`config.mk`:
```
export PLATFORM = sky130hd
export DESIGN_NAME = dotted_line_rasterizer
export DESIGN_NICKNAME = d
export VERILOG_FILES = /design/src/hdl/dlr_pkg.sv /design/src/hdl/dlr_front.sv /design/src/hdl/dlr_queue.sv /design/src/hdl/dlr_engine.sv /design/src/hdl/dotted_line_rasterizer.sv
export SDC_FILE = /design/constraint.sdc
export NUM_CORES = 1
export LEC_CHECK = 0
export BUFFER_PORTS_ARGS = -buffer_cell sky130_fd_sc_hd__buf_2
export CAP_MARGIN = 40
export CORE_UTILIZATION = 63
export DETAILED_ROUTE_END_ITERATION = 10
export HOLD_SLACK_MARGIN = 0.05
export PLACE_DENSITY = 0.85
export SLEW_MARGIN = 10
export SYNTH_ARGS = -nofsm -noshare
export SYNTH_HDL_FRONTEND = slang
export SYNTH_SLANG_ARGS = --single-unit
```
`constraint.sdc`:
```
create_clock -name clk -period 6.43 [get_ports clk]
set_clock_uncertainty 0.1 [all_clocks]
set_input_delay 1.286 -clock clk [delete_from_list [all_inputs] [get_ports clk]]
set_output_delay 1.286 -clock clk [all_outputs]
set_load 0.02 [all_outputs]
```
`src/hdl/dlr_pkg.sv`:
```
`default_nettype none
// ----------------------------------------------------------------------------
// dlr_pkg: shared types and constants of the dotted line rasterizer
// Request and result payloads, the command word passed from the front end
// to the step engine, and the widths derived from the coordinate width.
// ----------------------------------------------------------------------------
package dlr_pkg;

  localparam int COORD_WIDTH = 11;
  localparam int DELTA_W     = COORD_WIDTH + 1;
  localparam int ERR_W       = COORD_WIDTH + 3;
  localparam int PITCH_W     = 12;
  localparam int ADDR_W      = 22;
  localparam int COLOUR_W    = 8;
  localparam int DASH_W      = 3;
  localparam int DASH_BIT    = 2;

  localparam logic [PITCH_W-1:0] PITCH_RESET = PITCH_W'(1024);

  localparam int QUEUE_DEPTH = 4;
  localparam int QUEUE_PTR_W = $clog2(QUEUE_DEPTH);
  localparam int QUEUE_CNT_W = $clog2(QUEUE_DEPTH + 1);

  localparam logic REQ_START   = 1'b0;
  localparam logic REQ_ADVANCE = 1'b1;

  typedef struct packed {
    logic                   req_type;
    logic [COORD_WIDTH-1:0] start_x;
    logic [COORD_WIDTH-1:0] start_y;
    logic [COORD_WIDTH-1:0] end_x;
    logic [COORD_WIDTH-1:0] end_y;
    logic                   dotted;
    logic [COLOUR_W-1:0]    colour;
  } req_t;

  typedef struct packed {
    logic                   write_enable;
    logic [COORD_WIDTH-1:0] pixel_x;
    logic [COORD_WIDTH-1:0] pixel_y;
    logic [ADDR_W-1:0]      pixel_address;
    logic [COLOUR_W-1:0]    pixel_colour;
    logic                   last;
    logic                   busy_res;
  } res_t;

  // Command word: a start carries the full line setup; for an advance the engine reads only its kind.
  typedef struct packed {
    logic                   kind;
    logic [COORD_WIDTH-1:0] cur_x;
    logic [COORD_WIDTH-1:0] cur_y;
    logic [COORD_WIDTH-1:0] stop_x;
    logic [COORD_WIDTH-1:0] stop_y;
    logic [DELTA_W-1:0]     delta_x;
    logic [DELTA_W-1:0]     delta_y_neg;
    logic                   step_x_neg;
    logic                   step_y_neg;
    logic [ERR_W-1:0]       error_term;
    logic                   dotted;
    logic [COLOUR_W-1:0]    colour;
  } cmd_t;

  typedef struct packed {
    logic full;
    logic empty;
  } q_status_t;

endpackage
`default_nettype wire

```
`src/hdl/dlr_front.sv`:
```
`default_nettype none
// ----------------------------------------------------------------------------
// dlr_front: request intake and line setup
// Accepts requests while the queue has room, classifies them and computes
// deltas, step directions and initial error, which only a start request uses.
// ----------------------------------------------------------------------------
module dlr_front (
  input  wire logic               in_valid,
  output logic                    in_ready,
  input  wire dlr_pkg::req_t      in_req,
  input  wire dlr_pkg::q_status_t q_status,
  output logic                    push,
  output dlr_pkg::cmd_t           push_cmd
);
  import dlr_pkg::*;

  logic [COORD_WIDTH-1:0] abs_dx;
  logic [COORD_WIDTH-1:0] abs_dy;
  logic [DELTA_W-1:0]     dx;
  logic [DELTA_W-1:0]     dy_neg;

  assign in_ready = !q_status.full;
  assign push     = in_valid && in_ready;

  assign abs_dx = (in_req.end_x > in_req.start_x) ? in_req.end_x - in_req.start_x
                                                  : in_req.start_x - in_req.end_x;
  assign abs_dy = (in_req.end_y > in_req.start_y) ? in_req.end_y - in_req.start_y
                                                  : in_req.start_y - in_req.end_y;
  assign dx     = DELTA_W'(abs_dx);
  assign dy_neg = DELTA_W'(0) - DELTA_W'(abs_dy);

  always_comb begin
    push_cmd             = '0;
    push_cmd.kind        = in_req.req_type;
    push_cmd.cur_x       = in_req.start_x;
    push_cmd.cur_y       = in_req.start_y;
    push_cmd.stop_x      = in_req.end_x;
    push_cmd.stop_y      = in_req.end_y;
    push_cmd.delta_x     = dx;
    push_cmd.delta_y_neg = dy_neg;
    push_cmd.step_x_neg  = !(in_req.start_x < in_req.end_x);
    push_cmd.step_y_neg  = !(in_req.start_y < in_req.end_y);
    push_cmd.error_term  = ERR_W'($signed(dx)) + ERR_W'($signed(dy_neg));
    push_cmd.dotted      = in_req.dotted;
    push_cmd.colour      = in_req.colour;
  end

endmodule
`default_nettype wire

```
`src/hdl/dlr_queue.sv`:
```
`default_nettype none
// ----------------------------------------------------------------------------
// dlr_queue: command queue between front end and step engine
// Small circular buffer; push and pop may happen in the same cycle.
// ----------------------------------------------------------------------------
module dlr_queue (
  input  wire logic               clk,
  input  wire logic               rst_n,
  input  wire logic               push,
  input  wire dlr_pkg::cmd_t      push_cmd,
  input  wire logic               pop,
  output dlr_pkg::cmd_t           pop_cmd,
  output dlr_pkg::q_status_t      q_status
);
  import dlr_pkg::*;

  cmd_t                   entry_r [QUEUE_DEPTH];
  logic [QUEUE_PTR_W-1:0] wr_ptr_r;
  logic [QUEUE_PTR_W-1:0] wr_ptr_nxt;
  logic [QUEUE_PTR_W-1:0] rd_ptr_r;
  logic [QUEUE_PTR_W-1:0] rd_ptr_nxt;
  logic [QUEUE_CNT_W-1:0] count_r;
  logic [QUEUE_CNT_W-1:0] count_nxt;
  logic                   do_push;
  logic                   do_pop;

  assign q_status.full  = (count_r == QUEUE_CNT_W'(QUEUE_DEPTH));
  assign q_status.empty = (count_r == '0);
  assign do_push        = push && !q_status.full;
  assign do_pop         = pop && !q_status.empty;
  assign pop_cmd        = entry_r[rd_ptr_r];

  always_comb begin
    wr_ptr_nxt = do_push ? wr_ptr_r + 1'b1 : wr_ptr_r;
    rd_ptr_nxt = do_pop  ? rd_ptr_r + 1'b1 : rd_ptr_r;
    count_nxt  = count_r;
    if (do_push && !do_pop) begin
      count_nxt = count_r + 1'b1;
    end else if (do_pop && !do_push) begin
      count_nxt = count_r - 1'b1;
    end
  end

  always_ff @(posedge clk) begin
    if (!rst_n) begin
      wr_ptr_r <= '0;
      rd_ptr_r <= '0;
      count_r  <= '0;
    end else begin
      wr_ptr_r <= wr_ptr_nxt;
      rd_ptr_r <= rd_ptr_nxt;
      count_r  <= count_nxt;
    end
  end

  always_ff @(posedge clk) begin
    if (do_push) begin
      entry_r[wr_ptr_r] <= push_cmd;
    end
  end

endmodule
`default_nettype wire

```
`src/hdl/dlr_engine.sv`:
```
`default_nettype none
// ----------------------------------------------------------------------------
// dlr_engine: Bresenham step engine
// Pops one command per cycle unless the pending result stalls: a start loads
// the line state, an advance registers the current pixel and steps toward the end.
// ----------------------------------------------------------------------------
module dlr_engine (
  input  wire logic                           clk,
  input  wire logic                           rst_n,
  input  wire dlr_pkg::q_status_t             q_status,
  input  wire dlr_pkg::cmd_t                  pop_cmd,
  output logic                                pop,
  input  wire logic                           cfg_write_en,
  input  wire logic [dlr_pkg::PITCH_W-1:0]    cfg_write_data,
  output logic                                out_valid,
  input  wire logic                           out_ready,
  output dlr_pkg::res_t                       out_res
);
  import dlr_pkg::*;

  logic [PITCH_W-1:0]     row_pitch_r;
  logic [COORD_WIDTH-1:0] cur_x_r, cur_x_nxt;
  logic [COORD_WIDTH-1:0] cur_y_r, cur_y_nxt;
  logic [COORD_WIDTH-1:0] stop_x_r, stop_x_nxt;
  logic [COORD_WIDTH-1:0] stop_y_r, stop_y_nxt;
  logic [DELTA_W-1:0]     delta_x_r, delta_x_nxt;
  logic [DELTA_W-1:0]     delta_y_neg_r, delta_y_neg_nxt;
  logic                   step_x_neg_r, step_x_neg_nxt;
  logic                   step_y_neg_r, step_y_neg_nxt;
  logic [ERR_W-1:0]       error_term_r, error_term_nxt;
  logic [DASH_W-1:0]      dash_count_r, dash_count_nxt;
  logic                   dotted_mode_r, dotted_mode_nxt;
  logic [COLOUR_W-1:0]    line_colour_r, line_colour_nxt;
  logic                   active_r, active_nxt;
  logic                   out_valid_r, out_valid_nxt;
  res_t                   out_res_r, out_res_nxt;

  logic                   is_advance;
  logic                   at_end;
  logic                   draw;
  logic [ADDR_W-1:0]      addr;
  logic signed [ERR_W:0]  e2;
  logic signed [ERR_W:0]  dx_ext;
  logic signed [ERR_W:0]  dyn_ext;
  logic                   move_x;
  logic                   move_y;

  assign pop        = !q_status.empty && (!out_valid_r || out_ready);
  assign is_advance = (pop_cmd.kind == REQ_ADVANCE);
  assign at_end     = (cur_x_r == stop_x_r) && (cur_y_r == stop_y_r);
  assign draw       = !dotted_mode_r || dash_count_r[DASH_BIT];
  assign addr       = ADDR_W'(cur_x_r) + ADDR_W'(cur_y_r) * ADDR_W'(row_pitch_r);

  assign e2      = {error_term_r[ERR_W-1], error_term_r} <<< 1;
  assign dx_ext  = (ERR_W+1)'(delta_x_r);
  assign dyn_ext = (ERR_W+1)'($signed(delta_y_neg_r));
  assign move_x  = (e2 >= dyn_ext);
  assign move_y  = (e2 <= dx_ext);

  assign out_valid = out_valid_r;
  assign out_res   = out_res_r;

  always_comb begin
    cur_x_nxt       = cur_x_r;
    cur_y_nxt       = cur_y_r;
    stop_x_nxt      = stop_x_r;
    stop_y_nxt      = stop_y_r;
    delta_x_nxt     = delta_x_r;
    delta_y_neg_nxt = delta_y_neg_r;
    step_x_neg_nxt  = step_x_neg_r;
    step_y_neg_nxt  = step_y_neg_r;
    error_term_nxt  = error_term_r;
    dash_count_nxt  = dash_count_r;
    dotted_mode_nxt = dotted_mode_r;
    line_colour_nxt = line_colour_r;
    active_nxt      = active_r;
    out_valid_nxt   = out_valid_r && !out_ready;
    out_res_nxt     = out_res_r;

    if (pop && !is_advance) begin
      // restart unconditionally, even over a line still in flight
      cur_x_nxt       = pop_cmd.cur_x;
      cur_y_nxt       = pop_cmd.cur_y;
      stop_x_nxt      = pop_cmd.stop_x;
      stop_y_nxt      = pop_cmd.stop_y;
      delta_x_nxt     = pop_cmd.delta_x;
      delta_y_neg_nxt = pop_cmd.delta_y_neg;
      step_x_neg_nxt  = pop_cmd.step_x_neg;
      step_y_neg_nxt  = pop_cmd.step_y_neg;
      error_term_nxt  = pop_cmd.error_term;
      dash_count_nxt  = '0;
      dotted_mode_nxt = pop_cmd.dotted;
      line_colour_nxt = pop_cmd.colour;
      active_nxt      = 1'b1;
    end else if (pop) begin
      out_valid_nxt = 1'b1;
      out_res_nxt   = '0;
      if (active_r) begin
        dash_count_nxt            = dash_count_r + 1'b1;
        out_res_nxt.write_enable  = draw;
        out_res_nxt.pixel_x       = cur_x_r;
        out_res_nxt.pixel_y       = cur_y_r;
        out_res_nxt.pixel_address = addr;
        out_res_nxt.pixel_colour  = line_colour_r;
        out_res_nxt.last          = at_end;
        out_res_nxt.busy_res      = !at_end;
        if (at_end) begin
          active_nxt = 1'b0;
        end else begin
          error_term_nxt = error_term_r
                         + (move_x ? ERR_W'($signed(delta_y_neg_r)) : ERR_W'(0))
                         + (move_y ? ERR_W'(delta_x_r) : ERR_W'(0));
          if (move_x) begin
            cur_x_nxt = step_x_neg_r ? cur_x_r - 1'b1 : cur_x_r + 1'b1;
          end
          if (move_y) begin
            cur_y_nxt = step_y_neg_r ? cur_y_r - 1'b1 : cur_y_r + 1'b1;
          end
        end
      end
    end
  end

  always_ff @(posedge clk) begin
    if (!rst_n) begin
      row_pitch_r   <= PITCH_RESET;
      cur_x_r       <= '0;
      cur_y_r       <= '0;
      stop_x_r      <= '0;
      stop_y_r      <= '0;
      delta_x_r     <= '0;
      delta_y_neg_r <= '0;
      step_x_neg_r  <= 1'b0;
      step_y_neg_r  <= 1'b0;
      error_term_r  <= '0;
      dash_count_r  <= '0;
      dotted_mode_r <= 1'b0;
      line_colour_r <= '0;
      active_r      <= 1'b0;
      out_valid_r   <= 1'b0;
    end else begin
      if (cfg_write_en) begin
        row_pitch_r <= cfg_write_data;
      end
      cur_x_r       <= cur_x_nxt;
      cur_y_r       <= cur_y_nxt;
      stop_x_r      <= stop_x_nxt;
      stop_y_r      <= stop_y_nxt;
      delta_x_r     <= delta_x_nxt;
      delta_y_neg_r <= delta_y_neg_nxt;
      step_x_neg_r  <= step_x_neg_nxt;
      step_y_neg_r  <= step_y_neg_nxt;
      error_term_r  <= error_term_nxt;
      dash_count_r  <= dash_count_nxt;
      dotted_mode_r <= dotted_mode_nxt;
      line_colour_r <= line_colour_nxt;
      active_r      <= active_nxt;
      out_valid_r   <= out_valid_nxt;
    end
  end

  always_ff @(posedge clk) begin
    out_res_r <= out_res_nxt;
  end

  a_start_arms: assert property (@(posedge clk) disable iff (!rst_n)
    pop && !is_advance |=> active_r)
    else $error("start request did not arm the engine");

  a_end_disarms: assert property (@(posedge clk) disable iff (!rst_n)
    pop && is_advance && active_r && at_end |=> !active_r && out_valid_r && out_res_r.last)
    else $error("end pixel did not finish the line");

  a_last_not_busy: assert property (@(posedge clk) disable iff (!rst_n)
    out_valid_r |-> !(out_res_r.last && out_res_r.busy_res))
    else $error("result flagged both last and busy");

  a_write_in_line: assert property (@(posedge clk) disable iff (!rst_n)
    out_valid_r && out_res_r.write_enable |-> out_res_r.busy_res || out_res_r.last)
    else $error("pixel write outside an active line");

  a_no_overwrite: assert property (@(posedge clk) disable iff (!rst_n)
    out_valid_r && !out_ready |-> !pop)
    else $error("pending result would be overwritten");

endmodule
`default_nettype wire

```
`src/hdl/dotted_line_rasterizer.sv`:
```
`default_nettype none
// ----------------------------------------------------------------------------
// dotted_line_rasterizer: all-octant Bresenham line engine with dotted mode
//
// A start request (req_type 0) loads both endpoints, the colour and the
// dotted flag and produces no result. Each advance request (req_type 1)
// produces exactly one result: the current pixel, its linear address
// x + y * row_pitch, the colour and a last flag; the engine then steps one
// pixel. In dotted mode pixels come out four skipped, four written. An
// advance with no line active returns an all-zero result.
// Both channels are valid/ready. Requests go through a four-entry command
// queue to the step engine, which retires one request per cycle while its
// output register is free or being taken; an accepted advance is held in a
// queue entry and then in the output register before its result shows.
// When the receiver stalls the result is held in the output register, the
// queue fills and in_ready drops after four more requests. row_pitch is
// written through cfg_write_en and cfg_write_data; the user must write it
// only while idle, and the block does not enforce this. Synchronous reset
// empties the queue, idles the engine and sets row_pitch to 1024.
// ----------------------------------------------------------------------------
module dotted_line_rasterizer (
  input  wire logic                        clk,
  input  wire logic                        rst_n,
  input  wire logic                        in_valid,
  output logic                             in_ready,
  input  wire dlr_pkg::req_t               in_req,
  output logic                             out_valid,
  input  wire logic                        out_ready,
  output dlr_pkg::res_t                    out_res,
  input  wire logic                        cfg_write_en,
  input  wire logic [dlr_pkg::PITCH_W-1:0] cfg_write_data
);
  import dlr_pkg::*;

  q_status_t q_status;
  cmd_t      push_cmd;
  cmd_t      pop_cmd;
  logic      push;
  logic      pop;

  dlr_front u_front (
    .in_valid (in_valid),
    .in_ready (in_ready),
    .in_req   (in_req),
    .q_status (q_status),
    .push     (push),
    .push_cmd (push_cmd)
  );

  dlr_queue u_queue (
    .clk      (clk),
    .rst_n    (rst_n),
    .push     (push),
    .push_cmd (push_cmd),
    .pop      (pop),
    .pop_cmd  (pop_cmd),
    .q_status (q_status)
  );

  dlr_engine u_engine (
    .clk            (clk),
    .rst_n          (rst_n),
    .q_status       (q_status),
    .pop_cmd        (pop_cmd),
    .pop            (pop),
    .cfg_write_en   (cfg_write_en),
    .cfg_write_data (cfg_write_data),
    .out_valid      (out_valid),
    .out_ready      (out_ready),
    .out_res        (out_res)
  );

endmodule
`default_nettype wire
```
After elaboration in Yosys (flattened, before gate mapping):

Memory sizes are Yosys's and may differ from the RTL's. A register that Yosys moved wholly into a read port is not among the register bits.
Cells that the tools add are included.

* bits in registers: 172
* bits in writable memories: 372
* bits of input ports: 71
* output and inout bits: 57
* word-level logic and storage cells: 123
* memories kept: 1

Memory list
* u_queue.entry_r: words 4, width 93, rd ports 1, clocked after Yosys merged registers in 1, wr ports 1, RTL line dlr_queue.sv:17 `cmd_t entry_r [QUEUE_DEPTH];`

* add/sub/neg operators: 18
* multipliers: 1
* $lt $le $gt $ge: 6
* eq/ne operators: 4
* muxes and demuxes: 32
* bitwise gates (word level): 2
* reduce and logical (&&, ||, !) cells: 34

Operator list (count)
* two-way mux 11 bit: 14
* two-way mux 14 bit: 5
* subtractor 11 bit: 4
* adder 14 bit: 2
* adder 11 x 1 -> 11 bit, second input constant: 2
* adder 11 x 22 -> 22 bit: 1
* equality test 11 bit: 2
* greater-than comparator 11 bit: 2
* less-than comparator 11 bit: 2
* multiplier 11 x 12 -> 22 bit: 1
* subtractor 11 x 1 -> 11 bit, second input constant: 2
* greater-or-equal comparator 15 x 12 -> 1 bit: 1
* less-or-equal comparator 15 x 13 -> 1 bit: 1
* adder 12 x 12 -> 13 bit: 1
* two-way mux 12 bit: 1
* subtractor 1 x 11 -> 12 bit, first input constant: 1
* logical NOT 1 bit: 11
* nonzero test 2 bit: 5
* logical AND 1 bit: 9
* two-way mux 1 bit: 8
* AND reduction 4 bit: 2
* adder 3 x 1 -> 3 bit, second input constant: 2
* two-way mux 3 bit: 2
* adder 2 x 1 -> 2 bit, second input constant: 2
* other kinds (10): 14

Depth between registers and ports, before layout:

* depth in word-level cells: 8
* depth in mapped cells: 23
* depth with buffers taken out: 22

Cells and area by module:

A second synthesis with hierarchy kept.

* cells, all modules: 2463
* area, all modules: 30673.2 um^2

By module, submodules not included
* dlr_queue: times used 1, cells each 539, area each 14099.8 um^2, sequential area each 11471.0 um^2
* dlr_engine: times used 1, cells each 1503, area each 13387.8 um^2, sequential area each 3853.7 um^2
* dlr_front: times used 1, cells each 421, area each 3185.6 um^2, sequential area each 0.0 um^2

Least setup slack after synthesis:

No wires, ideal clock.

* path kind: flip-flop to flip-flop
* start: register u_engine.cur_y_r[4]
* end: register u_engine.out_res_r (netlist bit u_engine.out_res[28]) (data pin)
* setup time: 269 ps
* data arrival time: 5124 ps
* data required time: 6061 ps
* path slack: 937 ps
* stages on the path, launching flop included: 18
* path buffers: 1
* period minus slack after synthesis: 5493 ps
* path through: dfxtp_1 clkbuf_1 nand2_1 fa_1 fa_1 fa_1 inv_1 fa_1 inv_1 fa_1 inv_1 ha_1 a2111o_1 o221a_2 o31ai_1 a21oi_1 a311oi_1 nor4_1

* longest elaborated chain between the ends: 2

RTL lines
* start, declared: RTL line dlr_engine.sv:23 `logic [COORD_WIDTH-1:0] cur_y_r, cur_y_nxt;`
* start signal, assigned: RTL line dlr_engine.sv:146 `cur_y_r <= cur_y_nxt;`
* multiplier 11 x 12 -> 22 bit: RTL line dlr_engine.sv:52 `assign addr = ADDR_W'(cur_x_r) + ADDR_W'(cur_y_r) * ADDR_W'(row_pitch_r);`
* adder 11 x 22 -> 22 bit: RTL line dlr_engine.sv:52
* end signal, assigned: RTL line dlr_engine.sv:163 `out_res_r <= out_res_nxt;`
* end, declared: RTL line dlr_engine.sv:36 `res_t out_res_r, out_res_nxt;`

Every way passes these cells.
A chain may end at the register's enable or synchronous reset.

Worst setup path after layout:

* start: register u_engine.cur_y_r[6]
* end: register u_engine.out_res_r (netlist bit u_engine.out_res[28]) (data pin)

The elaborated chain is that of the path after synthesis.

==> flow_summary.yaml <==
clock_tree:
  root_buffer: "clkbuf_16"
  postCtsSetupBuffers: 0
  cts_tree: "done"
  cts_hold_buf: 0
  clkTransAtPathRegs_ns: 0.06
  post_cts_resized: 0
  clock_latency_ns: 0.63
  htree_levels: 2
  clock-sinks: 541
  clk_path_buf_depth: 3
  cts_buffers: 54
yosys:
  ys_types: 75
  netlist_instances: 2386
  synth_area_per_cell_um2: 12.4
  synth_edf_count: 423
  syn_area_um2: 29500
  syn_nets: 2753
  ys_seq_area_frac: 0.511
  synth-async-reset-ratio: 0
  synth_warnings: 0
  ys.flop_type: "edfxtp_1"
  synth.ff_latch_count: 541
global_route:
  grt_use_total: 0.297
  overflow: 0
  antenna_found_initial: 5
  grt_max_degree: 77
  first_global_vias: 19700
  grt_pass1_wl_um: 107000
die:
  fp.dieW_um: 218
  io_pins: 128
  die_y_um: 218
  dieArea_um2: 47600
  core.rowCount: 78
  initial_utilization: 0.644
  core_area_um2: 45800
detailed_routing:
  vias_per_cell: 6.03
  drc: 0
  ant_nets: 0
  wire_per_inst_um: 21.6
  dr_total_vias: 19000
  drtIter0Drc: 1865
  dr.pass1.iters: 6
  routed_wl_um: 68300
worst_setup_path:
  cp-start-kind: "register"
  regToRegSetupSlack_ns: 0.38
  critPathRequiredTime_ns: 6.66
  crit_arrival_ns: 6.28
  rr_startpoint: "u_engine.cur_y_r[6]"
  rr_worst_depth: 16
  critPathCapture: "u_engine.out_res[28]"
  critPathCaptureType: "register"
  crit_type: "register to register"
  critical_path_peak_fanout: 16
  r2r-end: "u_engine.out_res[28]"
  crit_start: "u_engine.cur_y_r[6]"
status:
  status: "finished, final reports clean"
pwr:
  power.share.combinational: 0.405
  swShare: 0.378
  clockPowerShare: 0.231
  pwr-share-seq: 0.364
  p_sw_mw: 5.38
  ir_drop_mv: 0.370
  intPower_mw: 8.86
  power_density_nw_per_um2: 435
  p_leak_nw: 13.1
placement:
  numPortBuffers: 127
  place.gp.congestion: 0.926
  dp_cells: 3055
  dp_hpwl_um: 46500
  dpl-instance-area_um2: 30800
sta:
  period_share: 0.940
  period_minus_slack_ns: 6.05
  slew-limit-headroom: 0.317
  fin_tns_setup_ns: 0
  max_freq_ghz: 0.165
  maxSlewViolCount: 0
  rsz0062_at_grt: "no"
  hold_viol_final: 0
  finalSetupViolations: 0
  worstMarginPinSlew_ns: 1.02
layout:
  fin_cells: 3159
  nets: 2878
  nFillCells: 2978
  drive_above_1_share: 0.151
  final_area_um2: 32700
  area_growth_pct: 11.1
flow_run:
  maxCapViolCount: 0
min_path:
  min_path_type: "register to register"
==> metal layers <==
| layer | wire length, um | global-route usage |
|---|---|---|
| met1 | 26900 | 0.379 |
| met2 | 34000 | 0.506 |
| met3 | 4920 | 0.0521 |
| met4 | 2490 | 0.114 |
| met5 | 35 | 0 |
==> power groups by stage <==
stage | registers (mW) | logic [mW] | clock network [mW]
finish | 5.18 | 5.76 | 3.30
global route | 5.24 | 6.35 | 3.47
CTS | 5.17 | 5.74 | 3.33
detailed placement | 5.23 | 5.66 | 0
global placement | 5.17 | 5.40 | 0
floorplan | 5.17 | 4.03 | 0
==> Yosys cell counts, drive strengths merged, types with 6 or more instances <==
| master | instances | share of area |
|---|---|---|
| edfxtp | 423 | 0.43 |
| inv | 280 | 0.036 |
| nand2 | 260 | 0.034 |
| ha | 177 | 0.075 |
| a21oi | 155 | 0.026 |
| fa | 119 | 0.081 |
| dfxtp | 118 | 0.080 |
| nor2 | 110 | 0.014 |
| mux4 | 92 | 0.070 |
| and2 | 82 | 0.017 |
| clkbuf | 79 | 0.010 |
| xnor2 | 77 | 0.023 |
| o21ai | 56 | 0.010 |
| mux2i | 42 | 0.014 |
| a21o | 36 | 0.0092 |
| xor2 | 30 | 0.0089 |
| nor3 | 26 | 0.0044 |
| buf | 20 | 0.0037 |
| nand3 | 19 | 0.0032 |
| nor2b | 15 | 0.0032 |
| a211oi | 14 | 0.0036 |
| nand4 | 14 | 0.0034 |
| nand2b | 13 | 0.0028 |
| o211ai | 13 | 0.0033 |
| o21a | 13 | 0.0033 |
| and3 | 12 | 0.0025 |
| a31oi | 9 | 0.0019 |
| mux2 | 8 | 0.0032 |
| or3 | 6 | 0.0014 |
==> final cells by class <==
| type | instances | area (um2) | area share |
|---|---|---|---|
| inverters | 281 | 1050 | 0.0322 |
| diodes | 3 | 7.51 | 0.000229 |
| multi-input cells | 1465 | 13000 | 0.397 |
| flip-flops and latches | 541 | 15100 | 0.461 |
| clock buffers | 78 | 1540 | 0.0472 |
| repair buffers | 168 | 963 | 0.0294 |
| clock inverters | 23 | 347 | 0.0106 |
| well taps | 600 | 751 | 0.0229 |
==> flip-flops by register name, indices dropped and copies added (netlist names), 12 cells and up, named ones only <==
signal                  flops
u_engine.row_pitch_r       12
u_queue.entry_r           368
u_engine.out_res           55
u_engine.error_term_r      14
u_engine.delta_y_neg_r     12
==> logic make-up after synthesis <==
logic type,Yosys count,synth area share
AND/OR/NAND/NOR,572,0.0904
flip-flops,541,0.511
XOR/XNOR,107,0.0318
buffers and inverters,380,0.0496
multiplexers,142,0.0878
adder cells (fa/ha/maj),296,0.156
AO/OA/AOI/OAI,348,0.0733
==> how the worst min path moves through the flow <==
| stage | cells after the start | end | from |
|---|---|---|---|
| 2_1_floorplan | 2 | u_engine.line_colour_r[0] | u_engine.line_colour_r[0] |
| 3_3_place_gp | 2 | u_engine.line_colour_r[2] | u_engine.line_colour_r[2] |
| 3_5_place_dp | 2 | u_engine.line_colour_r[3] | u_engine.line_colour_r[3] |
| 4_1_cts | 2 | u_engine.line_colour_r[3] | u_engine.line_colour_r[3] |
| 5_1_grt | 2 | u_engine.line_colour_r[1] | u_engine.line_colour_r[1] |
| 6_report | 2 | u_engine.line_colour_r[3] | u_engine.line_colour_r[3] |
==> stage by stage <==
| stage | total power [mW] | hold WS (ns) | worst slack, ns | utilization |
|---|---|---|---|---|
| floorplan | 9.20 | 0.332 | 0.937 | - |
| global placement | 10.6 | 0.341 | 0.492 | 0.673 |
| detailed placement | 10.9 | 0.343 | 0.260 | 0.674 |
| CTS | 14.2 | 0.354 | 0.477 | 0.715 |
| global route | 15.1 | 0.377 | 0.169 | 0.715 |
| finish | 14.2 | 0.352 | 0.384 | 0.715 |
==> cell usage in the layout, fill, tap and decap left out, types with 6 or more instances in the layout <==
master | Yosys | final
o211ai_1 | 13 | 13
fa_1 | 119 | 119
edfxtp_1 | 423 | 423
clkbuf_1 | 79 | 16
ha_1 | 177 | 177
a21oi_1 | 155 | 155
bufinv_16 | 0 | 6
nand4_1 | 12 | 12
mux2i_1 | 42 | 42
xor2_1 | 30 | 30
nor2_1 | 109 | 108
clkbuf_16 | 0 | 56
and3_1 | 12 | 8
mux4_2 | 92 | 92
buf_2 | 1 | 127
mux2_2 | 7 | 7
buf_4 | 3 | 40
dfxtp_1 | 118 | 116
clkbuf_8 | 0 | 6
clkinvlp_4 | 0 | 6
o21a_1 | 13 | 13
and2_1 | 81 | 80
a31oi_1 | 9 | 9
nand2b_1 | 13 | 12
inv_1 | 280 | 280
xnor2_1 | 77 | 77
nand2_1 | 258 | 258
o21ai_0 | 54 | 54
a211oi_1 | 14 | 14
a21o_1 | 36 | 36
nor2b_1 | 15 | 14
nor3_1 | 26 | 26
nand3_1 | 19 | 19
==> worst max-delay path: stages, from the launching register on <==
cell and delay, ns:
dfxtp_1 0.73, nand2_1 0.18, fa_1 0.46, fa_1 0.51, fa_1 0.49, inv_1 0.06
fa_1 0.53, inv_1 0.05, fa_1 0.53, inv_1 0.04, ha_1 0.34, a2111o_1 0.39
o221a_2 0.25, o31ai_1 0.46, a21oi_1 0.22, a311oi_1 0.34, nor4_1 0.08
No activity file was read; power rests on OpenSTA's default activity.
